$ cat src/hw/rtl/cswg_pkg.sv
// Shared types, constants and the polynomial step for the cosine-sum window generator.
`timescale 1ns / 1ps
package cswg_pkg;

	localparam int COEF_REGS = 6;
	localparam int LEN_W     = 17;
	localparam int QUOT_W    = 17;
	localparam int COEF_W    = 16;
	localparam int TERM_W    = 17;
	localparam int OUT_W     = 19;

	// Register indexes on the configuration port.
	localparam logic [2:0] REG_WINDOW_LENGTH = 3'd0;
	localparam logic [2:0] REG_TERM_COUNT    = 3'd1;
	localparam logic [2:0] REG_COEFF_ZERO    = 3'd2;

	// Cosine polynomial coefficients, Q30.
	localparam logic [30:0] ONE_Q30 = 31'd1073741824;
	localparam logic [30:0] COS_C1  = 31'd1324675879;
	localparam logic [30:0] COS_C2  = 31'd272375560;
	localparam logic [30:0] COS_C3  = 31'd22401992;
	localparam logic [30:0] COS_C4  = 31'd987048;
	localparam logic [30:0] COS_C5  = 31'd27060;

	typedef struct packed {
		logic valid;
		logic beyond;
	} meta_t;

	// c - floor(z*t / 2^30), clamped at zero
	function automatic logic [30:0] horner_step(input logic [30:0] c, input logic [30:0] z,
			input logic [30:0] t);
		logic [61:0] prod;
		logic [31:0] p;
		prod = 62'(z) * 62'(t);
		p = prod[61:30];
		return (p >= {1'b0, c}) ? 31'd0 : 31'({1'b0, c} - p);
	endfunction

endpackage

$ cat src/hw/rtl/cswg_div.sv
// Pipelined restoring divider: (d * 2^16) / len, one quotient bit per stage.
`timescale 1ns / 1ps
module cswg_div (
	input  logic                         clk,
	input  logic                         arst_n,
	input  cswg_pkg::meta_t              meta_in,
	input  logic [cswg_pkg::LEN_W-1:0]   d,
	input  logic [cswg_pkg::LEN_W-1:0]   len_in,
	output cswg_pkg::meta_t              meta_out,
	output logic [cswg_pkg::QUOT_W-1:0]  quot,
	output logic [cswg_pkg::LEN_W-1:0]   rem,
	output logic [cswg_pkg::LEN_W-1:0]   len_out
);
	localparam int QW = cswg_pkg::QUOT_W;
	localparam int LW = cswg_pkg::LEN_W;

	cswg_pkg::meta_t meta_a [QW+1];
	logic [LW-1:0]   rem_a  [QW+1];
	logic [QW-1:0]   quot_a [QW+1];
	logic [LW-1:0]   len_a  [QW+1];

	// for in-window items d <= len, so d/2 is already below the divisor
	assign meta_a[0] = meta_in;
	assign rem_a[0]  = {1'b0, d[LW-1:1]};
	assign quot_a[0] = '0;
	assign len_a[0]  = len_in;

	genvar k;
	generate
		for (k = 0; k < QW; k++) begin : g_stage
			logic [LW:0] shifted;
			logic        take;
			assign shifted = {rem_a[k], (k == 0) ? d[0] : 1'b0};
			assign take    = shifted >= {1'b0, len_a[k]};
			always_ff @(posedge clk or negedge arst_n) begin
				if (!arst_n) begin
					meta_a[k+1] <= '0;
				end else begin
					meta_a[k+1] <= meta_a[k];
				end
			end
			always_ff @(posedge clk) begin
				rem_a[k+1]  <= take ? LW'(shifted - {1'b0, len_a[k]}) : shifted[LW-1:0];
				quot_a[k+1] <= {quot_a[k][QW-2:0], take};
				len_a[k+1]  <= len_a[k];
			end
		end
	endgenerate

	assign meta_out = meta_a[QW];
	assign quot     = quot_a[QW];
	assign rem      = rem_a[QW];
	assign len_out  = len_a[QW];

endmodule

$ cat config.mk
export PLATFORM = sky130hd
export DESIGN_NAME = cswg_div
export DESIGN_NICKNAME = d
export VERILOG_FILES = /design/src/hw/rtl/cswg_pkg.sv /design/src/hw/rtl/cswg_div.sv
export SDC_FILE = /design/constraint.sdc
export NUM_CORES = 1
export LEC_CHECK = 0
export ABC_AREA = 1
export BUFFER_PORTS_ARGS = -buffer_cell sky130_fd_sc_hd__buf_4
export CAP_MARGIN = 15
export CORE_MARGIN = 2
export CORE_UTILIZATION = 55
export DETAILED_ROUTE_END_ITERATION = 6
export PLACE_DENSITY_LB_ADDON = 0.08
export SYNTH_ARGS = -nofsm -noshare
export SYNTH_HDL_FRONTEND = slang
export SYNTH_SLANG_ARGS = --single-unit
$ cat constraint.sdc
create_clock -name clk -period 1.83 [get_ports clk]
set_clock_uncertainty 0.1 [all_clocks]
set_input_delay 0.366 -clock clk [delete_from_list [all_inputs] [get_ports clk]]
set_output_delay 0.366 -clock clk [all_outputs]
set_load 0.005 [all_outputs]
# ---- Word level (Yosys, flattened, before mapping)
# Index checks and enable logic that the tools add are counted.
dict set report word_totals {
  reg_bits 765
  out_inout_bits 53
  elab_cells 152
}
dict set report classes {
  addsub 17
  order_cmp 17
  mux 17
}
# op n
set op_table {}
lappend op_table {{$mux W17} 17}
lappend op_table {{$sub A17 B17 Y17} 17}
lappend op_table {{$ge A18 B17 Y1} 16}
lappend op_table {{$ge A17 B17 Y1} 1}

# ---- Longest topological paths before layout
# Gate-level depths: netlist (run 1).
dict set report logic_depth {
  depth_word 2
  mapped_depth 14
}

# ---- Least setup slack after synthesis (run 1)
# No wires, ideal clock.
dict set report synth_path {
  path_type {input-to-reg}
  from {input len_in[16] in the netlist's numbering}
  to {register rem_a (netlist bit g_stage[1].shifted[6])}
  setup_time_ps 112
  t_arrival_ps 1648
  required_time_ps 1618
  path_slack_ps -30
  cell_stages 12
  path_cell_list {inv_1 ha_1 nand2_1 inv_1 nand2_1 nand2_1 o21bai_2 nor2_4 nand2_4 buf_8 nand2_1 nand2_1}
}
dict set report synth_via {
  elab_chain_len 2
}
# item line_no
set synth_rtl {}
lappend synth_rtl {{start, declared} cswg_div.sv:8} ;# input logic [cswg_pkg::LEN_W-1:0] len_in,
lappend synth_rtl {{$ge A17 B17 Y1} cswg_div.sv:34} ;# assign take = shifted >= {1'b0, len_a[k]};
lappend synth_rtl {{net g_stage[0].take} cswg_div.sv:32} ;# logic take;
lappend synth_rtl {{$mux W17} cswg_div.sv:43} ;# rem_a[k+1] <= take ? LW'(shifted - {1'b0, len_a[k]}) : shifted[LW-1:0];
lappend synth_rtl {{end signal, assigned by index} cswg_div.sv:43}
lappend synth_rtl {{end, declared} cswg_div.sv:18} ;# logic [LW-1:0] rem_a [QW+1];
# The timed path passes the listed nets, and every way through them passes these cells.
# A chain may end at the register's enable or synchronous reset.

# ---- Final worst setup path (run 1)
dict set report layout_path {
  from {register len_a[192] in the netlist's numbering}
  to {register rem_a (netlist bit g_stage[7].shifted[11])}
}
dict set report layout_via {
  elab_chain_len 2
  elab_cells_between_ends 3
}
# item line_no
set layout_rtl {}
lappend layout_rtl {{start, declared} cswg_div.sv:20} ;# logic [LW-1:0] len_a [QW+1];
lappend layout_rtl {{start signal, assigned by index} cswg_div.sv:45} ;# len_a[k+1] <= len_a[k];
lappend layout_rtl {{$sub A17 B17 Y17 or $ge A18 B17 Y1 (tied branches)} {cswg_div.sv:43, cswg_div.sv:34}}
lappend layout_rtl {{$mux W17 (*)} cswg_div.sv:43}
# Mark *: on every way between the ends. The rest lies on a longest branch, timed or not.

==> results.md, run 1 <==
- Yosys top cell area share: 0.3761
- Critical Path Slowest Stage Cell: dfxtp_2
- Largest net degree at the start of global routing: 35
- Multi-input gate area: 0.02660 mm2
- Dpl cell area: 0.04678 mm2
- Router iterations before antenna repair: 6
- Final setup vio count: 225
- Drt first-iter violations: 3522
- Synth Register Bits: 765
- Final Cell Area: 0.06069 mm2
- VDD IR max: 1178 uV
- CP Capture Type: flip-flop
- Setup crit start kind: flip-flop
- R2R Setup Slk: -0.24 ns
- Reg-to-reg endpoint: g_stage[7].shifted[11]
- Die Span Y: 270.0 um
- Routed len/inst: 18.03 um
- Cell Chain, Critical Path: inv_2, ha_4, nand2_8, nor2_4, nand3_2, nor2_4, nor2_4, nand2_8, buf_12, nand3_2, nand2_1
- Number of diodes: 0
- Tmin final: 2.066 ns
- Yosys cell types: 34
- Fin nets: 7149
- RSZ-0062 raised after global routing: yes
- ANT nets after route: 0
- Ranking of synthesized cells by area: dfxtp_1 38%, nand2_1 21%, inv_1 10%, ha_1 9.3%, nand3_1 3.6%
- Worst-case clock buffer depth: 3
- Initial antenna violation count: 0
- Commonest non-fill, non-tap cell in the layout: nand2_1
- Syn_nets: 5909
- Most frequent CP cell: nor2_4
- Data arrival, critical path: 2.55 ns
- Row Count: 97
- Failing checks: negative setup slack
- Tcrit/Tclk final: 1.129
- WP depth: 11
- CTS root buf: clkbuf_16
- Total Wirelength: 140.9 mm
- GRT Resource Usage Total: 0.2993
- Layout cells sized above 1: 0.4775
- Crit path to: g_stage[7].shifted[11]
- Clock Sink Count: 765
- Fillers: 3388
- Cells after Synth: 5565
- DIE AREA: 0.07288 mm2
- Pwr Total: 0.1172 W
- Area Overhead vs Synth: 55.99%
- WP buf/inv: 2
- Setup crit start: len_a[192]
- R2R cell count: 11
- GRT Residual Overflow: 0
- Post-synthesis sequential area ratio: 0.3980
- Pleak: 31.67 nW
- Die Wd: 270.0 um
- Register area: 0.01598 mm2
- Top cell family by delay on the critical path: simple AND/OR/NAND/NOR gates
- WS Path Type: reg -> reg
- I/O Buffers: 90
- Clock slew at reported path FFs: 0.07 ns
- DRC errors left: 0
- Worst slew pin tran: 0.4141 ns
- Crit Path Max Fanout: 6
- Yosys warns: 0
- Vias: 41.52k
- Final hold viol count: 0
- Slack of the critical path: -0.2362 ns
- Pwr dens: 1931 mW/mm2
- Worst hold slack: 0.01114 ns
- Most frequent cells in the layout: 1614 x nand2_1, 1087 x buf_4, 849 x inv_1
- Fmax: 0.4840 GHz
- Synth area leader: dfxtp_1
- Final Max Tran Viols: 0
- I/O pin count: 91
- Min-delay worst type: in -> reg
- Synth Cell Area: 0.03890 mm2
- Worst reg2reg startpoint: len_a[192]
- Clk_lat worst skew: 0.67 ns
- RePlAce Congestion: 0.9169
- Vias in the first global route: 36.96k
- Initial Utilization: 0.5556
- Slew headroom: 0.7240
- Final HPWL from detailed placement: 79.86 mm
- Core Footprint: 0.07003 mm2
- Final core occ: 0.8666
- Critical Path RT: 2.31 ns
- Cts bufs inserted: 81
- First-pass GRT wire length: 179.0 mm
- CTS tree: done
- Status: finished with violations
- Max-cap violations: 0
- Avg Cell Area, Syn: 6.991 um2
- Drt via density: 5.314
- H-tree depth: 3
- CP max stage delay: 0.35 ns
==> worst min-delay path by stage <==
stage	from	to	slack [ns]	cells after the start
5_1_grt	len_in[14]	len_a[286]	0.01	2
4_1_cts	arst_n	meta_a[28]	0.1	2
6_report	len_in[14]	len_a[286]	0.01	2
3_3_place_gp	quot_a[188]	quot_a[172]	0.21	0
2_1_floorplan	arst_n	meta_a[10]	-0.03	0
3_5_place_dp	quot_a[173]	quot_a[157]	0.21	0
==> power by group <==
group | switching, W | internal [W] | total, W
clock network | 0.00741 | 0.0105 | 0.0179
registers | 0.00503 | 0.0224 | 0.0274
logic | 0.0396 | 0.0323 | 0.0719
==> routing by layer <==
| layer | GRT usage | vias up | routed length [um] |
|---|---|---|---|
| met5 | 0 | - | 0 |
| met4 | 0.1168 | 0 | 9828 |
| met3 | 0.03476 | 823 | 8148 |
| met2 | 0.5582 | 2088 | 71850 |
| met1 | 0.3473 | 19360 | 51080 |
| li1 | - | 19250 | - |
==> state kept, by name, summed over array words and instances, names as in the netlist <==
register,count
g_stage.shifted,272
len_a,272
len_out,17
meta_a,32
meta_out,2
quot,17
quot_a,136
rem,17
==> cell type report <==
cell class	instances	share of cell area
multi-input combinational	3661	0.4382
inverter	1078	0.06997
sequential	765	0.2634
clock inverter	51	0.01099
clock buffer	100	0.03657
timing repair inverter	11	0.001917
timing repair buffer	1207	0.1596
tap	940	0.01938
==> cells in the mapped netlist, drive strengths merged <==
master	n
nand2	2263
buf	72
a21oi	154
ha	289
xor2	75
nor4	8
or2	58
and3	2
nand3b	97
xnor2	29
nor3	67
and2	9
o21ai	16
inv	1078
fa	17
nor2	246
dfrtp	34
nand4	30
nand3	289
o21bai	1
dfxtp	731
==> timing repair <==
action                     CTS  global route
gates resized for setup    734          1542
pin swaps                  181           507
hold endpoints to repair    70             0
setup endpoints to repair  283           299
buffers inserted            61           137
hold buffers                37             0
cloned                      15            16
==> logic make-up after synthesis <==
group	count (synthesis)	synth area share
xor gates and xnor gates	104	0.02341
adders and majority gates	306	0.1017
DFF	765	0.3980
buffers and inverters	1150	0.1221
AOI/OAI and AO/OA	171	0.02216
and+or+nand+nor	3069	0.3326
==> through the flow <==
step	worst slack, ns	TNS (ns)	cells
6_report	-0.2362	-15.88	7813
2_1_floorplan	0.001499	0	5565
4_1_cts	-0.01576	-0.06013	7665
5_1_grt	-0.2855	-32.59	7813
3_5_place_dp	-0.2859	-39.74	7401
3_3_place_gp	-0.2989	-36.13	7401
No activity file was read; power rests on OpenSTA's default activity.
==> inputs of run 2 (changes only) <==
--- a/config.mk
+++ b/config.mk
@@ -8,8 +8,8 @@
 export ABC_AREA = 1
 export BUFFER_PORTS_ARGS = -buffer_cell sky130_fd_sc_hd__buf_4
 export CAP_MARGIN = 15
-export CORE_MARGIN = 2
 export CORE_UTILIZATION = 55
+export CTS_CLUSTER_SIZE = 10
 export DETAILED_ROUTE_END_ITERATION = 6
 export PLACE_DENSITY_LB_ADDON = 0.08
 export SYNTH_ARGS = -nofsm -noshare
==> results.md, run 2 (synthesis results as in run 1) <==
- Initial Utilization: 0.5556
- Number of diodes: 0
- DRC errors left: 0
- Data arrival, critical path: 2.51 ns
- VDD IR max: 1368 uV
- Area Overhead vs Synth: 53.97%
- Switching power: 0.04973 W
- Fillers: 3641
- WS Path Type: reg -> reg
- Routed len/inst: 17.15 um
- Fmax: 0.4853 GHz
- Setup crit start kind: flip-flop
- Min-delay worst type: in -> reg
- Worst-case clock buffer depth: 3
- Failing checks: negative hold slack, negative setup slack
- Drt first-iter violations: 3121
- Clk pwr share: 0.143
- Slack of the critical path: -0.2307 ns
- Worst slew pin tran: 0.4339 ns
- Row Count: 97
- Pwr Total: 0.1129 W
- Worst hold slack: -0.006961 ns
- Clk_lat worst skew: 0.66 ns
- CP Capture Type: flip-flop
- Die Wd: 268.0 um
- Setup tns final: -13.13 ns
- ANT nets after route: 0
- GRT Resource Usage Total: 0.3098
- Final setup vio count: 218
- Total Wirelength: 132.8 mm
- Vias in the first global route: 37.16k
- Tcrit/Tclk final: 1.126
- Layout cells sized above 1: 0.4656
- I/O Buffers: 90
- Seq pwr share: 0.243
- Crit Path Max Fanout: 3
- GRT Residual Overflow: 0
- Router iterations before antenna repair: 6
- Tmin final: 2.061 ns
- Final Max Tran Viols: 0
- RePlAce Congestion: 0.9196
- Critical Path RT: 2.27 ns
- CTS root buf: clkbuf_16
- Clock slew at reported path FFs: 0.05 ns
- I/O pin count: 91
- RSZ-0062 raised after global routing: yes
- Clock Sink Count: 765
- Max-cap violations: 0
- Final hold viol count: 1
- Status: finished with violations
- Pleak: 31.23 nW
- Drt via density: 5.231
- Slew headroom: 0.7107
- Final HPWL from detailed placement: 80.34 mm
- DIE AREA: 0.07180 mm2
- Pwr dens: 1885 mW/mm2
- Comb pwr share: 0.614
- Pint: 0.06319 W
- Vias: 40.52k
- H-tree depth: 3
- Cts bufs inserted: 89
- Die Span Y: 268.0 um
- Commonest non-fill, non-tap cell in the layout: nand2_1
- Initial antenna violation count: 2
- First-pass GRT wire length: 178.9 mm
- Core Footprint: 0.07003 mm2
- Largest net degree at the start of global routing: 35
- CTS tree: done
- Net Sw Frac: 0.4404
- Most frequent cells in the layout: 1632 x nand2_1, 1060 x buf_4, 854 x inv_1
- Fin nets: 7121
## run 2: changes by cell type in the layout (fill, tap and decap cells not counted), sizes merged
| cell | change |
|---|---|
| clkbuf | +8 |
| dlygate4sd3 | -4 |
| inv | -4 |
| clkinv | -18 |
| dlymetal6s4s | +5 |
| buf | -36 |
| clkinvlp | -7 |
| bufinv | -11 |
## run 2: per-stage QoR
| stage | cells | area, um2 | worst slack, ns | util |
|---|---|---|---|---|
| 3_5_place_dp | 7395 | 46750 | -0.2959 | 0.6675 |
| 5_1_grt | 7746 | 59900 | -0.2668 | 0.8554 |
| 2_1_floorplan | 5565 | 38970 | 0.001499 | - |
| 3_3_place_gp | 7395 | 46750 | -0.2918 | 0.6675 |
| 6_report | 7746 | 59900 | -0.2307 | 0.8554 |
| 4_1_cts | 7632 | 53630 | -0.04861 | 0.7659 |
## run 2: layout make-up
type / instances / area, um2 / share of cell area
clock inverter: 12 / 171.4 / 0.002862
inverter: 1078 / 4248 / 0.07091
timing repair inverter: 10 / 97.59 / 0.001629
tap: 940 / 1176 / 0.01963
sequential: 765 / 15990 / 0.2669
multi-input combinational: 3661 / 26480 / 0.4420
clock buffer: 108 / 2360 / 0.03939
timing repair buffer: 1172 / 9384 / 0.1567
## run 2: timing repair
action                                 4_1_cts  5_1_grt
cloned                                      11       17
endpoints found under the hold margin       70        1
setup endpoints to repair                  284      305
buffers inserted                            69      103
pin swaps                                  180      472
hold buffers                                37        1
gates resized for setup                    745     1487
## run 2: power groups by stage
stage	logic [W]	clock network, W	registers (W)
floorplan	0.0303	0	0.0240
finish	0.0694	0.0161	0.0274
CTS	0.0535	0.0162	0.0263
global placement	0.0465	0	0.0257
global route	0.0749	0.0169	0.0277
detailed placement	0.0473	0	0.0257
## run 2: path summary, 6_finish.rpt
kind                                 start                endpoint  slack (ns)  depth (start not counted)
min in group asynchronous           arst_n               meta_a[4]        0.09                          2
max in group asynchronous           arst_n              meta_a[22]        1.22                          2
worst max register to register  len_a[213]  g_stage[6].shifted[17]       -0.23                         11
worst min-delay path            len_in[11]              len_a[283]      -0.007                          2
worst max-delay path            len_a[213]  g_stage[6].shifted[17]       -0.23                         11
worst min register to register  quot_a[70]              quot_a[54]        0.21                          0
## run 2: worst max-delay path: stages, from the launching register on
cell and delay (ns):
dfxtp_2 0.36, inv_1 0.09, ha_4 0.28, nand2_1 0.09
nand2_1 0.09, buf_4 0.14, nand2_1 0.06, nand2_1 0.09
a21oi_1 0.27, nand3_1 0.17, nand3_2 0.11, nand2_2 0.08
## run 2: metal layers
metal  global-route usage  routed length (um)  up-vias  part of all wire
met4               0.1480                8266        2             0.062
met2               0.5754               67970     1755              0.51
met1               0.3508               49860    18930              0.38
met3              0.03537                6704      646             0.050
met5                    0                  12        -          0.000090
li1                     -                   -    19190                 -
